===== config.mk =====
export PLATFORM = sky130hd
export DESIGN_NAME = interval_coverage_pileup_unit_flat
export DESIGN_NICKNAME = d
export VERILOG_FILES = /design/src/sv/icp_pkg.sv /design/src/sv/icp_if.sv /design/src/sv/interval_coverage_pileup_unit.sv /design/src/sv/icp_ctrl.sv /design/src/sv/icp_datapath.sv /design/src/flat_wrapper.sv
export SDC_FILE = /design/constraint.sdc
export NUM_CORES = 2
export LEC_CHECK = 0
export BUFFER_PORTS_ARGS = -buffer_cell sky130_fd_sc_hd__buf_2
export CAP_MARGIN = 20
export CORE_ASPECT_RATIO = 1.5
export CORE_MARGIN = 4
export CORE_UTILIZATION = 62
export DETAILED_ROUTE_END_ITERATION = 16
export GPL_TIMING_DRIVEN = 0
export PLACE_DENSITY = 0.79
export SETUP_SLACK_MARGIN = 0.05
export SLEW_MARGIN = 20
export SYNTH_ARGS = -nofsm -noshare
export SYNTH_HDL_FRONTEND = slang
export SYNTH_HIERARCHICAL = 1
export SYNTH_SLANG_ARGS = --single-unit
export TNS_END_PERCENT = 30

===== constraint.sdc =====
create_clock -name clk_i -period 12.4 [get_ports clk_i]
set_clock_uncertainty 0.15 [all_clocks]
set_input_delay 2.48 -clock clk_i [delete_from_list [all_inputs] [get_ports clk_i]]
set_output_delay 2.48 -clock clk_i [all_outputs]
set_load 0.02 [all_outputs]

===== src/sv/icp_pkg.sv =====
// ----------------------------------------------------------------------------
// icp_pkg
// Shared sizes, codes and controller/datapath bundles of the coverage pileup.
// ----------------------------------------------------------------------------
package icp_pkg;

  // Ring size and the widths that follow from it.
  localparam int unsigned Window = 64;
  localparam int unsigned AddrW  = $clog2(Window);
  localparam int unsigned FillW  = $clog2(Window + 1);

  // Fixed field widths.
  localparam int unsigned PosW   = 31;
  localparam int unsigned DepthW = 16;

  // Request codes.
  typedef enum logic {
    REQ_ADD   = 1'b0,
    REQ_FLUSH = 1'b1
  } req_type_e;

  // Controller states.
  typedef enum logic [3:0] {
    ST_IDLE,
    ST_CHECK,
    ST_RETIRE,
    ST_RET_EVAL,
    ST_PREP,
    ST_INC_RD,
    ST_INC_WR,
    ST_FINISH,
    ST_DROP
  } state_e;

  // Commands from the controller to the datapath.
  typedef struct packed {
    logic load;
    logic ret_rd;
    logic retire;
    logic capture;
    logic head_clr;
    logic seq_set;
    logic prep;
    logic inc_rd;
    logic inc_wr;
    logic fin_push;
    logic err_push;
  } cmd_t;

  // Status from the datapath to the controller.
  typedef struct packed {
    logic req_flush;
    logic drop;
    logic same_seq;
    logic fill_nz;
    logic head_lt_b;
    logic depth_nz;
    logic pend_valid;
    logic out_free;
    logic inc_done;
  } sts_t;

  // Ring index plus offset, modulo the ring size.
  function automatic logic [AddrW-1:0] ring_add(input logic [AddrW-1:0] a,
                                                input logic [AddrW-1:0] b);
    logic [AddrW:0] sum;
    sum = {1'b0, a} + {1'b0, b};
    if (sum >= (AddrW+1)'(Window)) begin
      sum = sum - (AddrW+1)'(Window);
    end
    return sum[AddrW-1:0];
  endfunction

  // Ring index plus one, modulo the ring size.
  function automatic logic [AddrW-1:0] ring_inc(input logic [AddrW-1:0] a);
    logic [AddrW-1:0] nxt;
    nxt = (a == AddrW'(Window - 1)) ? '0 : a + AddrW'(1);
    return nxt;
  endfunction

endpackage


===== src/sv/icp_if.sv =====
// ----------------------------------------------------------------------------
// icp_req_if / icp_res_if
// Valid/ready channels carrying pileup requests and reported depths.
// ----------------------------------------------------------------------------
interface icp_req_if;
  import icp_pkg::*;

  logic            valid;
  logic            ready;
  logic            req_type;
  logic [PosW-1:0] seq_id;
  logic [PosW-1:0] start_pos;
  logic [PosW-1:0] stop_pos;

  modport source (output valid, req_type, seq_id, start_pos, stop_pos, input ready);
  modport sink   (input valid, req_type, seq_id, start_pos, stop_pos, output ready);
endinterface

interface icp_res_if;
  import icp_pkg::*;

  logic              valid;
  logic              ready;
  logic [PosW-1:0]   position;
  logic [DepthW-1:0] depth;
  logic              error;
  logic              last;

  modport source (output valid, position, depth, error, last, input ready);
  modport sink   (input valid, position, depth, error, last, output ready);
endinterface


===== src/sv/interval_coverage_pileup_unit.sv =====
// ----------------------------------------------------------------------------
// interval_coverage_pileup_unit
// Sliding-window read-depth pileup over intervals sorted by start position.
//
// Requests arrive on req_i: add an interval (sequence id, first and last
// covered position) or flush. Reported depths leave on res_o as position and
// depth, with error set on a dropped interval and last on the final result
// of a request; a request that retires no covered position reports nothing.
// One request is handled at a time. An add request is accepted and checked,
// then retires ring positions one at a time (registered memory read, then
// evaluate and retire), ends retirement, sets up, and increments each
// covered position (read, then write back) before it finishes; the
// read-modify-write of the ring memory sets the pace. A flush retires every
// held position and finishes; a dropped interval is checked and reported.
// One result is held back until the next nonzero depth or the end of the
// request is known, so that last can be marked; the output register lets a
// new request be taken while a result still waits. A stalled receiver stops
// the retire sequence only when a further result has to be handed over.
// Reset clears the ring valid bits, pointers, sequence and both channels at
// once; no clearing pass is needed.
// ----------------------------------------------------------------------------
module interval_coverage_pileup_unit (
  input logic       clk_i,
  input logic       rst_ni,
  icp_req_if.sink   req_i,
  icp_res_if.source res_o
);
  import icp_pkg::*;

  cmd_t cmd;
  sts_t sts;
  logic req_ready;

  // Sequencer.
  icp_ctrl u_ctrl (
    .clk_i       (clk_i),
    .rst_ni      (rst_ni),
    .req_valid_i (req_i.valid),
    .req_ready_o (req_ready),
    .sts_i       (sts),
    .cmd_o       (cmd)
  );

  assign req_i.ready = req_ready;

  // Ring and result datapath.
  icp_datapath u_datapath (
    .clk_i       (clk_i),
    .rst_ni      (rst_ni),
    .cmd_i       (cmd),
    .sts_o       (sts),
    .req_type_i  (req_i.req_type),
    .seq_id_i    (req_i.seq_id),
    .start_pos_i (req_i.start_pos),
    .stop_pos_i  (req_i.stop_pos),
    .res_valid_o (res_o.valid),
    .res_ready_i (res_o.ready),
    .position_o  (res_o.position),
    .depth_o     (res_o.depth),
    .error_o     (res_o.error),
    .last_o      (res_o.last)
  );

endmodule


===== src/sv/icp_ctrl.sv =====
// ----------------------------------------------------------------------------
// icp_ctrl
// Sequencer for the pileup: checks a request, reports a dropped one, retires
// ring positions one at a time, then increments an add's covered positions.
// ----------------------------------------------------------------------------
module icp_ctrl (
  input  logic          clk_i,
  input  logic          rst_ni,
  input  logic          req_valid_i,
  output logic          req_ready_o,
  input  icp_pkg::sts_t sts_i,
  output icp_pkg::cmd_t cmd_o
);
  import icp_pkg::*;

  state_e state_q, state_d;
  logic   mode_all_q, mode_all_d;

  // State and mode registers.
  always_ff @(posedge clk_i or negedge rst_ni) begin
    if (!rst_ni) begin
      state_q    <= ST_IDLE;
      mode_all_q <= 1'b0;
    end else begin
      state_q    <= state_d;
      mode_all_q <= mode_all_d;
    end
  end

  // Next state and commands.
  always_comb begin
    state_d     = state_q;
    mode_all_d  = mode_all_q;
    cmd_o       = '0;
    req_ready_o = (state_q == ST_IDLE);
    case (state_q)
      ST_IDLE: begin
        if (req_valid_i) begin
          cmd_o.load = 1'b1;
          state_d    = ST_CHECK;
        end
      end
      ST_CHECK: begin
        if (sts_i.req_flush) begin
          mode_all_d = 1'b1;
          state_d    = ST_RETIRE;
        end else if (sts_i.drop) begin
          state_d = ST_DROP;
        end else begin
          // A new sequence empties the whole ring first.
          mode_all_d = !sts_i.same_seq;
          state_d    = ST_RETIRE;
        end
      end
      ST_RETIRE: begin
        if (sts_i.fill_nz && (mode_all_q || sts_i.head_lt_b)) begin
          cmd_o.ret_rd = 1'b1;
          state_d      = ST_RET_EVAL;
        end else if (mode_all_q) begin
          cmd_o.head_clr = 1'b1;
          if (sts_i.req_flush) begin
            state_d = ST_FINISH;
          end else begin
            cmd_o.seq_set = 1'b1;
            state_d       = ST_PREP;
          end
        end else begin
          state_d = ST_PREP;
        end
      end
      ST_RET_EVAL: begin
        // A nonzero depth waits until the held result can move on.
        if (!sts_i.depth_nz) begin
          cmd_o.retire = 1'b1;
          state_d      = ST_RETIRE;
        end else if (!sts_i.pend_valid || sts_i.out_free) begin
          cmd_o.capture = 1'b1;
          cmd_o.retire  = 1'b1;
          state_d       = ST_RETIRE;
        end
      end
      ST_PREP: begin
        cmd_o.prep = 1'b1;
        state_d    = ST_INC_RD;
      end
      ST_INC_RD: begin
        cmd_o.inc_rd = 1'b1;
        state_d      = ST_INC_WR;
      end
      ST_INC_WR: begin
        cmd_o.inc_wr = 1'b1;
        state_d      = sts_i.inc_done ? ST_FINISH : ST_INC_RD;
      end
      ST_FINISH: begin
        if (!sts_i.pend_valid) begin
          state_d = ST_IDLE;
        end else if (sts_i.out_free) begin
          cmd_o.fin_push = 1'b1;
          state_d        = ST_IDLE;
        end
      end
      ST_DROP: begin
        if (sts_i.out_free) begin
          cmd_o.err_push = 1'b1;
          state_d        = ST_IDLE;
        end
      end
      default: begin
        state_d = ST_IDLE;
      end
    endcase
  end

endmodule


===== src/sv/icp_datapath.sv =====
// ----------------------------------------------------------------------------
// icp_datapath
// Depth ring memory with per-entry valid bits, ring pointers, request
// registers, a one-deep hold for the latest depth and the output register.
// ----------------------------------------------------------------------------
module icp_datapath (
  input  logic                        clk_i,
  input  logic                        rst_ni,
  input  icp_pkg::cmd_t               cmd_i,
  output icp_pkg::sts_t               sts_o,
  input  logic                        req_type_i,
  input  logic [icp_pkg::PosW-1:0]    seq_id_i,
  input  logic [icp_pkg::PosW-1:0]    start_pos_i,
  input  logic [icp_pkg::PosW-1:0]    stop_pos_i,
  output logic                        res_valid_o,
  input  logic                        res_ready_i,
  output logic [icp_pkg::PosW-1:0]    position_o,
  output logic [icp_pkg::DepthW-1:0]  depth_o,
  output logic                        error_o,
  output logic                        last_o
);
  import icp_pkg::*;

  logic              req_flush_q;
  logic [PosW-1:0]   seq_q, start_q, stop_q;

  logic [DepthW-1:0] ring_mem [Window];
  logic [Window-1:0] vld_q;
  logic [AddrW-1:0]  head_idx_q, k_q, addr_q, rd_addr;
  logic [FillW-1:0]  fill_q, span_fill;
  logic [PosW-1:0]   head_pos_q, cur_seq_q;
  logic              seq_valid_q;
  logic [DepthW-1:0] rd_q, cur_depth, inc_depth;
  logic [PosW-1:0]   diff;
  logic [AddrW-1:0]  span;
  logic              same_seq, fill_nz, out_free, push;

  logic              pend_valid_q;
  logic [PosW-1:0]   pend_pos_q;
  logic [DepthW-1:0] pend_depth_q;

  logic              out_valid_q;
  logic [PosW-1:0]   out_pos_q;
  logic [DepthW-1:0] out_depth_q;
  logic              out_err_q, out_last_q;

  // Request capture.
  always_ff @(posedge clk_i) begin
    if (cmd_i.load) begin
      req_flush_q <= (req_type_i == REQ_FLUSH);
      seq_q       <= seq_id_i;
      start_q     <= start_pos_i;
      stop_q      <= stop_pos_i;
    end
  end

  // Checks on the held request.
  assign diff      = stop_q - start_q;
  assign span      = diff[AddrW-1:0];
  assign span_fill = {1'b0, span} + FillW'(1);
  assign same_seq  = seq_valid_q && (seq_q == cur_seq_q);
  assign fill_nz   = (fill_q != '0);

  // Ring memory: one read and one write port, registered read.
  assign rd_addr = cmd_i.ret_rd ? head_idx_q : ring_add(head_idx_q, k_q);

  always_ff @(posedge clk_i) begin
    if (cmd_i.inc_wr) begin
      ring_mem[addr_q] <= inc_depth;
    end
    if (cmd_i.ret_rd || cmd_i.inc_rd) begin
      rd_q   <= ring_mem[rd_addr];
      addr_q <= rd_addr;
    end
  end

  // An entry without its valid bit reads as zero.
  assign cur_depth = vld_q[addr_q] ? rd_q : '0;
  assign inc_depth = (&cur_depth) ? cur_depth : cur_depth + DepthW'(1);

  // Ring pointers, fill count and valid bits.
  always_ff @(posedge clk_i or negedge rst_ni) begin
    if (!rst_ni) begin
      vld_q      <= '0;
      head_idx_q <= '0;
      head_pos_q <= '0;
      fill_q     <= '0;
      k_q        <= '0;
    end else if (cmd_i.retire) begin
      vld_q[addr_q] <= 1'b0;
      head_idx_q    <= ring_inc(head_idx_q);
      head_pos_q    <= head_pos_q + PosW'(1);
      fill_q        <= fill_q - FillW'(1);
    end else if (cmd_i.head_clr) begin
      head_pos_q <= '0;
    end else if (cmd_i.prep) begin
      if (!fill_nz) begin
        head_pos_q <= start_q;
      end
      if (span_fill > fill_q) begin
        fill_q <= span_fill;
      end
      k_q <= '0;
    end else if (cmd_i.inc_wr) begin
      vld_q[addr_q] <= 1'b1;
      if (k_q != span) begin
        k_q <= k_q + AddrW'(1);
      end
    end
  end

  // Current sequence.
  always_ff @(posedge clk_i or negedge rst_ni) begin
    if (!rst_ni) begin
      cur_seq_q   <= '0;
      seq_valid_q <= 1'b0;
    end else if (cmd_i.seq_set) begin
      cur_seq_q   <= seq_q;
      seq_valid_q <= 1'b1;
    end
  end

  // Result hold and output register control.
  assign out_free = !out_valid_q || res_ready_i;
  assign push     = (cmd_i.capture && pend_valid_q) || cmd_i.fin_push || cmd_i.err_push;

  always_ff @(posedge clk_i or negedge rst_ni) begin
    if (!rst_ni) begin
      pend_valid_q <= 1'b0;
      out_valid_q  <= 1'b0;
    end else begin
      if (cmd_i.capture) begin
        pend_valid_q <= 1'b1;
      end else if (cmd_i.fin_push) begin
        pend_valid_q <= 1'b0;
      end
      if (push) begin
        out_valid_q <= 1'b1;
      end else if (res_ready_i) begin
        out_valid_q <= 1'b0;
      end
    end
  end

  // Result payloads.
  always_ff @(posedge clk_i) begin
    if (cmd_i.capture) begin
      pend_pos_q   <= head_pos_q;
      pend_depth_q <= cur_depth;
    end
    if (cmd_i.err_push) begin
      out_pos_q   <= start_q;
      out_depth_q <= '0;
      out_err_q   <= 1'b1;
      out_last_q  <= 1'b1;
    end else if (push) begin
      out_pos_q   <= pend_pos_q;
      out_depth_q <= pend_depth_q;
      out_err_q   <= 1'b0;
      out_last_q  <= cmd_i.fin_push;
    end
  end

  assign res_valid_o = out_valid_q;
  assign position_o  = out_pos_q;
  assign depth_o     = out_depth_q;
  assign error_o     = out_err_q;
  assign last_o      = out_last_q;

  // Status towards the controller.
  always_comb begin
    sts_o            = '0;
    sts_o.req_flush  = req_flush_q;
    sts_o.drop       = (stop_q < start_q) || (diff >= PosW'(Window)) ||
                       (same_seq && fill_nz && (start_q < head_pos_q));
    sts_o.same_seq   = same_seq;
    sts_o.fill_nz    = fill_nz;
    sts_o.head_lt_b  = (head_pos_q < start_q);
    sts_o.depth_nz   = (cur_depth != '0);
    sts_o.pend_valid = pend_valid_q;
    sts_o.out_free   = out_free;
    sts_o.inc_done   = (k_q == span);
  end

endmodule


===== src/flat_wrapper.sv =====
// flat-port wrapper written by rule: the top's interface ports become plain ports
module interval_coverage_pileup_unit_flat import icp_pkg::*;
  (clk_i, rst_ni, req_i_valid, req_i_req_type, req_i_seq_id, req_i_start_pos, req_i_stop_pos, req_i_ready, res_o_valid, res_o_position, res_o_depth, res_o_error, res_o_last, res_o_ready);
  icp_req_if req_i_i ();
  icp_res_if res_o_i ();
  input logic clk_i;
  input logic rst_ni;
  input wire logic [$bits(req_i_i.valid)-1:0] req_i_valid;
  input wire logic [$bits(req_i_i.req_type)-1:0] req_i_req_type;
  input wire logic [$bits(req_i_i.seq_id)-1:0] req_i_seq_id;
  input wire logic [$bits(req_i_i.start_pos)-1:0] req_i_start_pos;
  input wire logic [$bits(req_i_i.stop_pos)-1:0] req_i_stop_pos;
  output wire logic [$bits(req_i_i.ready)-1:0] req_i_ready;
  output wire logic [$bits(res_o_i.valid)-1:0] res_o_valid;
  output wire logic [$bits(res_o_i.position)-1:0] res_o_position;
  output wire logic [$bits(res_o_i.depth)-1:0] res_o_depth;
  output wire logic [$bits(res_o_i.error)-1:0] res_o_error;
  output wire logic [$bits(res_o_i.last)-1:0] res_o_last;
  input wire logic [$bits(res_o_i.ready)-1:0] res_o_ready;
  assign req_i_i.valid = req_i_valid;
  assign req_i_i.req_type = req_i_req_type;
  assign req_i_i.seq_id = req_i_seq_id;
  assign req_i_i.start_pos = req_i_start_pos;
  assign req_i_i.stop_pos = req_i_stop_pos;
  assign req_i_ready = req_i_i.ready;
  assign res_o_valid = res_o_i.valid;
  assign res_o_position = res_o_i.position;
  assign res_o_depth = res_o_i.depth;
  assign res_o_error = res_o_i.error;
  assign res_o_last = res_o_i.last;
  assign res_o_i.ready = res_o_ready;
  interval_coverage_pileup_unit u_core (.clk_i(clk_i), .rst_ni(rst_ni), .req_i(req_i_i), .res_o(res_o_i));
endmodule

## Word-level counts from Yosys, hierarchy flattened

Memories as Yosys holds them, arrays and structs flattened. A register that Yosys moved wholly into a read port is not among the register bits.
Index checks and enable logic that the tools add are counted.

| cells by class | value |
|---|---|
| add/sub/neg operators | 9 |
| $lt $le $gt $ge | 8 |
| equality and inequality tests | 18 |
| mux-type cells | 65 |
| bitwise logic cells | 5 |
| reductions and logical operators | 36 |

Operators by type and width:

| kind | number |
|---|---|
| $mux W64 | 4 |
| $mux W31 | 6 |
| $lt A31 B31 Y1 | 3 |
| $and A64 B64 Y64 | 1 |
| $not A64 Y64 | 1 |
| $or A64 B64 Y64 | 1 |
| $mux W6 | 6 |
| $pmux W4 S9 | 1 |
| $mux W16 | 2 |
| $mux W4 | 8 |
| $add A31 B1 Y31 const B | 1 |
| $eq A31 B31 Y1 | 1 |
| $ge A31 B7 Y1 const B | 1 |
| $sub A31 B31 Y31 | 1 |
| $mux W7 | 4 |
| $mux W1 | 24 |
| $add A16 B1 Y16 const B | 1 |
| $eq A4 B3 Y1 const B | 4 |
| $mux W2 | 8 |
| $reduce_and A16 Y1 | 1 |
| $reduce_bool A16 Y1 | 1 |
| $reduce_bool A2 Y1 | 8 |
| $add A6 B1 Y6 const B | 2 |
| $eq A4 B2 Y1 const B | 2 |
| other kinds (29) | 49 |

| storage, ports and cells | value |
|---|---|
| bits in registers | 349 |
| memory bits (writable) | 1024 |
| input bits | 98 |
| output and inout port bits | 51 |
| logic and storage cells | 164 |
| memories | 1 |

Memory list:

| name | words | width | rd ports | clocked after Yosys merged registers in | wr ports | line | source |
|---|---|---|---|---|---|---|---|
| u_core.u_datapath.ring_mem | 64 | 16 | 1 | 1 | 1 | icp_datapath.sv:27 | `logic [DepthW-1:0] ring_mem [Window];` |

## Logic depth before layout (Yosys ltp)

| logic depth | value |
|---|---|
| depth after elaboration | 11 |
| depth in mapped cells | 25 |
| depth with buffers taken out | 21 |

## Cells and area by module

The synthesis kept the hierarchy.

By module, submodules not included:

| module | instances | cells an instance | area each (um^2) | seq. area each (um^2) |
|---|---|---|---|---|
| icp_datapath | 1 | 4673 | 58994.1 | 40639.0 |
| icp_ctrl | 1 | 61 | 447.9 | 125.1 |

## Least setup slack after synthesis

No wires, ideal clock.

| timing | value |
|---|---|
| path kind | input to register |
| start point | in res_o_ready |
| end point | reg u_core.u_datapath.out_pos_q[0] (netlist: u_core/u_datapath/position_o[0]) (enable) |
| setup time | 386 ps |
| arrival time | 9514 ps |
| data required time | 11864 ps |
| setup slack | 2351 ps |
| stages | 8 |
| buffers on the path | 2 |
| cells stage by stage | nand2b_1 > buf_4 > nand2b_1 > nand2_1 > nor4_1 > a211oi_1 > clkbuf_1 > inv_1 |

RTL lines:

| element | line | source |
|---|---|---|
| start, declared | flat_wrapper.sv:19 | `input wire logic [$bits(res_o_i.ready)-1:0] res_o_ready;` |
| end signal, assigned | icp_datapath.sv:152 | `out_pos_q <= start_q;` |
| end signal, assigned | icp_datapath.sv:157 | `out_pos_q <= pend_pos_q;` |
| end, declared | icp_datapath.sv:43 | `logic [PosW-1:0] out_pos_q;` |

==> summary.md <==
| Metric | Value |
|---|---|
| Cts hold-fix bufs | `0` |
| Number of synthesized flops with an enable pin | `1218` |
| Ys flop type | `edfxtp_1` |
| DRT Pass-1 Iters | `7` |
| Overall routing resource usage | `0.331` |
| CTS tree | `yes` |
| Post-synthesis sequential area ratio | `0.686` |
| Worst path arrival time | `~8.1 ns` |
| Setup crit start kind | `register` |
| Wire length per cell | `26.4 µm` |
| CTS resizes | `0` |
| Layout cell share with drive strength beyond 1 | `0.141` |
| # nets final | `5248` |
| RSZ-0062 raised after global routing | `false` |
| Clk root buf | `clkbuf_16` |
| Yosys warning count | `6` |
| Worst setup EP type | `register` |
| Worst Hold Class | `register to register` |
| Maxcap violations | `0` |
| Cells after Synth | `approximately 4700` |
| Slew margin rel. | `0.165` |
| CTS clk-pin slew, worst paths | `0.07 ns` |
| Core area | `94800 µm²` |
| Die width | `approximately 260 µm` |
| Hold Violations, Final | `0` |
| CP most frequent cell | `buf_2` |
| Largest delay contributor family on the critical path | `buffers and inverters` |
| Synth Cell Area | `59400 µm²` |
| Slowest-stage cell, CP | `a31oi_1` |
| Die Height | `387 µm` |
| Minimum clock period | `7.85 ns` |
| First-pass GRT wire length | `approximately 250000 µm` |
| RD Place Congestion | `about 1` |
| Worst EP required | `12.67 ns` |
| Non-Filler Instances | `6431` |
| Async S/R FF share, synth | `0.110` |
| Mean Syn Cell Area | `12.6 µm²` |
| Vias in the first global route | `between 40000 and 50000` |
| Core Util, Final | `0.707` |
| Clock latency on the worst-skew pair | `around 0.75 ns` |
| Initial antenna violation count | `6` |
| Area grow syn2layout | `12.8%` |
| Placed insts | `6204` |
| Residual DRC count | `0` |
| Num rows | `138` |
| Antenna viol nets, final | `0` |
| CP Buf/Inv Count | `7` |
| Status | `finished clean` |
| Leading cell types in the layout, fill and taps excluded | `edfxtp_1 (1218), nand2_1 (1138), nand3_1 (298)` |
| Critical path fanouts, max | `10` |
| Global route total overflow | `0` |
| HPWL Detailed | `118000 µm` |
| Slew @ Worst Pin | `1.25 ns` |
| Routed Wire Length | `approximately 170000 µm` |
| IO Pins | `149` |
| Mapped Nets | `4916` |
| Flops & latches, synth | `about 1400` |
| H-tree Lvls | `3` |
| CP Cell Sequence | `inv_1 -> ha_1 -> nand4_1 -> nor4_2 -> o21ai_0 -> nand2_1 -> inv_1 -> o21ai_0 -> nor2_1 -> buf_2 -> mux2i_4 -> inv_2 -> buf_2 -> clkbuf_1 -> buf_2 -> nand2_1 -> nand3_1 -> a31oi_1 -> mux4_2 -> mux2i_1` |
| Clk sinks | `1389` |
| Synth cell types | `99` |
| Die ar. | `101000 µm²` |
| Initial Utilization | `0.627` |
| Setup CP Type | `register to register` |
| Leading cell type in the layout, fill and taps excluded | `edfxtp_1` |
| Final worst slack | `4.55 ns` |
| DR vias/cell | `6.37` |
| Postcts setup bufs | `0` |
| Fmax | `about 130 MHz` |
| Initial DRC Count | `approximately 5500` |
| Routed vias | `around 40000` |
| Largest net degree at the start of global routing | `92` |
| Max Slew Vio Count | `0` |
| Period utilisation layout | `0.633` |
| CP max stage delay | `~0.90 ns` |
| Finish-stage setup viols | `0` |
| Setup WS pre-CTS | `~4.8 ns` |
| Num CTS Buffers | `119` |
| Buffers from clock root to sink, at most | `3` |
| IO Port Bufs | `148` |
per-stage QoR:
step                setup TNS [ns]  hold WS, ns  cell area (µm²)
finish                           0        0.307            67000
global route                     0        0.338            67000
CTS                              0        0.312            67000
detailed placement               0        0.297            63100
global placement            -82.73        0.285            61800
floorplan                        0        0.289            59400
cells by family after synthesis:
kind of cell             share of synthesized area
multiplexers                                0.0325
adder cells (fa/ha/maj)                     0.0179
AO/OA/AOI/OAI                               0.0769
AND/OR/NAND/NOR                              0.145
buffers and inverters                       0.0260
flip-flops                                   0.686
XOR/XNOR                                    0.0157
registers in the layout, indices dropped and copies added, names as in the netlist, 31 cells and up, named ones only:
register	cells
u_core/u_datapath/head_pos_q	31
u_core/u_datapath/cur_seq_q	31
u_core/u_datapath/stop_q	31
u_core/u_datapath/seq_q	31
u_core/u_datapath/pend_pos_q	31
u_core/u_datapath/position_o	31
u_core/u_datapath/start_q	31
u_core/u_datapath/ring_mem	1024
final cells by class:
cell class                 count  area [µm²]
sequential                  1389       40800
fill                        6047       27800
multi-input combinational   2979       17500
clock buffer                 147        3160
timing repair buffer         211        1740
tap                         1260        1580
buffer                       285        1240
clock inverter                77         739
inverter                      81         307
antenna                        2        5.00
cell usage after synthesis, drive strengths merged, types with 4 or more instances:
| library cell | count | area share |
|---|---|---|
| o21bai | 7 | 0.00088 |
| a31oi | 137 | 0.014 |
| and2 | 21 | 0.0022 |
| xor2 | 54 | 0.0080 |
| a311oi | 132 | 0.019 |
| o22ai | 28 | 0.0029 |
| nand4 | 31 | 0.0033 |
| xnor2 | 50 | 0.0074 |
| o31ai | 4 | 0.00059 |
| dfxtp | 18 | 0.0061 |
| nor2b | 10 | 0.0011 |
| nand3 | 298 | 0.025 |
| a211oi | 9 | 0.0011 |
| or2 | 6 | 0.00063 |
| a221oi | 12 | 0.0019 |
| edfxtp | 1218 | 0.62 |
| and3 | 147 | 0.016 |
| o221ai | 4 | 0.00059 |
| mux2 | 71 | 0.014 |
| nor4 | 18 | 0.0020 |
| o21ai | 65 | 0.0055 |
| ha | 82 | 0.017 |
| nor3 | 27 | 0.0024 |
| nor3b | 9 | 0.0011 |
| dfrtp | 153 | 0.064 |
| nand3b | 5 | 0.00063 |
| or3b | 4 | 0.00059 |
| o21a | 11 | 0.0014 |
| nand2 | 1142 | 0.072 |
| buf | 112 | 0.0099 |
| a21o | 16 | 0.0020 |
| mux4 | 34 | 0.013 |
| nor2 | 182 | 0.012 |
| clkbuf | 173 | 0.011 |
| or3 | 7 | 0.00074 |
| mux2i | 36 | 0.0061 |
| inv | 81 | 0.0052 |
| a21boi | 5 | 0.00063 |
| a21oi | 221 | 0.019 |
| nand2b | 32 | 0.0034 |
| and4 | 7 | 0.0010 |
| a211o | 5 | 0.00076 |
path summary, 6_finish.rpt:
| kind | from | endpoint | slack, ns | cells after the start |
|---|---|---|---|---|
| max | u_core/u_datapath/start_q[29] | u_core/u_datapath/rd_q[12] | 4.55 | 20 |
| max in group asynchronous | rst_ni | u_core/u_datapath/head_pos_q[8] | 9.62 | 2 |
| max reg2reg | u_core/u_datapath/start_q[29] | u_core/u_datapath/rd_q[12] | 4.55 | 20 |
| min reg2reg | u_core/u_datapath/depth_o[3] | u_core/u_datapath/depth_o[3] | 0.31 | 2 |
| min | u_core/u_datapath/depth_o[3] | u_core/u_datapath/depth_o[3] | 0.31 | 2 |
| min in group asynchronous | rst_ni | u_core/u_datapath/cur_seq_q[1] | 1.50 | 1 |
routing by layer:
layer	part of all wire	routed length, µm	vias to the layer above	global-route usage
li1	-	-	18100	-
met1	0.32	54300	19700	0.369
met2	0.48	81900	2511	0.546
met3	0.095	16100	693	0.0691
met4	0.10	17500	4	0.269
met5	0.00016	28	-	0.000487
worst register-to-register path, stage by stage, from the launching register on:
cell and delay (ns):
edfxtp_1 0.45, inv_1 0.13, ha_1 0.34, nand4_1 0.22, nor4_2 0.78, o21ai_0 0.56
nand2_1 0.33, inv_1 0.10, o21ai_0 0.23, nor2_1 0.09, buf_2 0.25, mux2i_4 0.67
inv_2 0.40, buf_2 0.40, clkbuf_1 0.44, buf_2 0.35, nand2_1 0.10, nand3_1 0.07
a31oi_1 0.90, mux4_2 0.44, mux2i_1 0.14
Power is not shown: default switching activity piles up to over one toggle a cycle in this logic, so the estimate is an artifact.
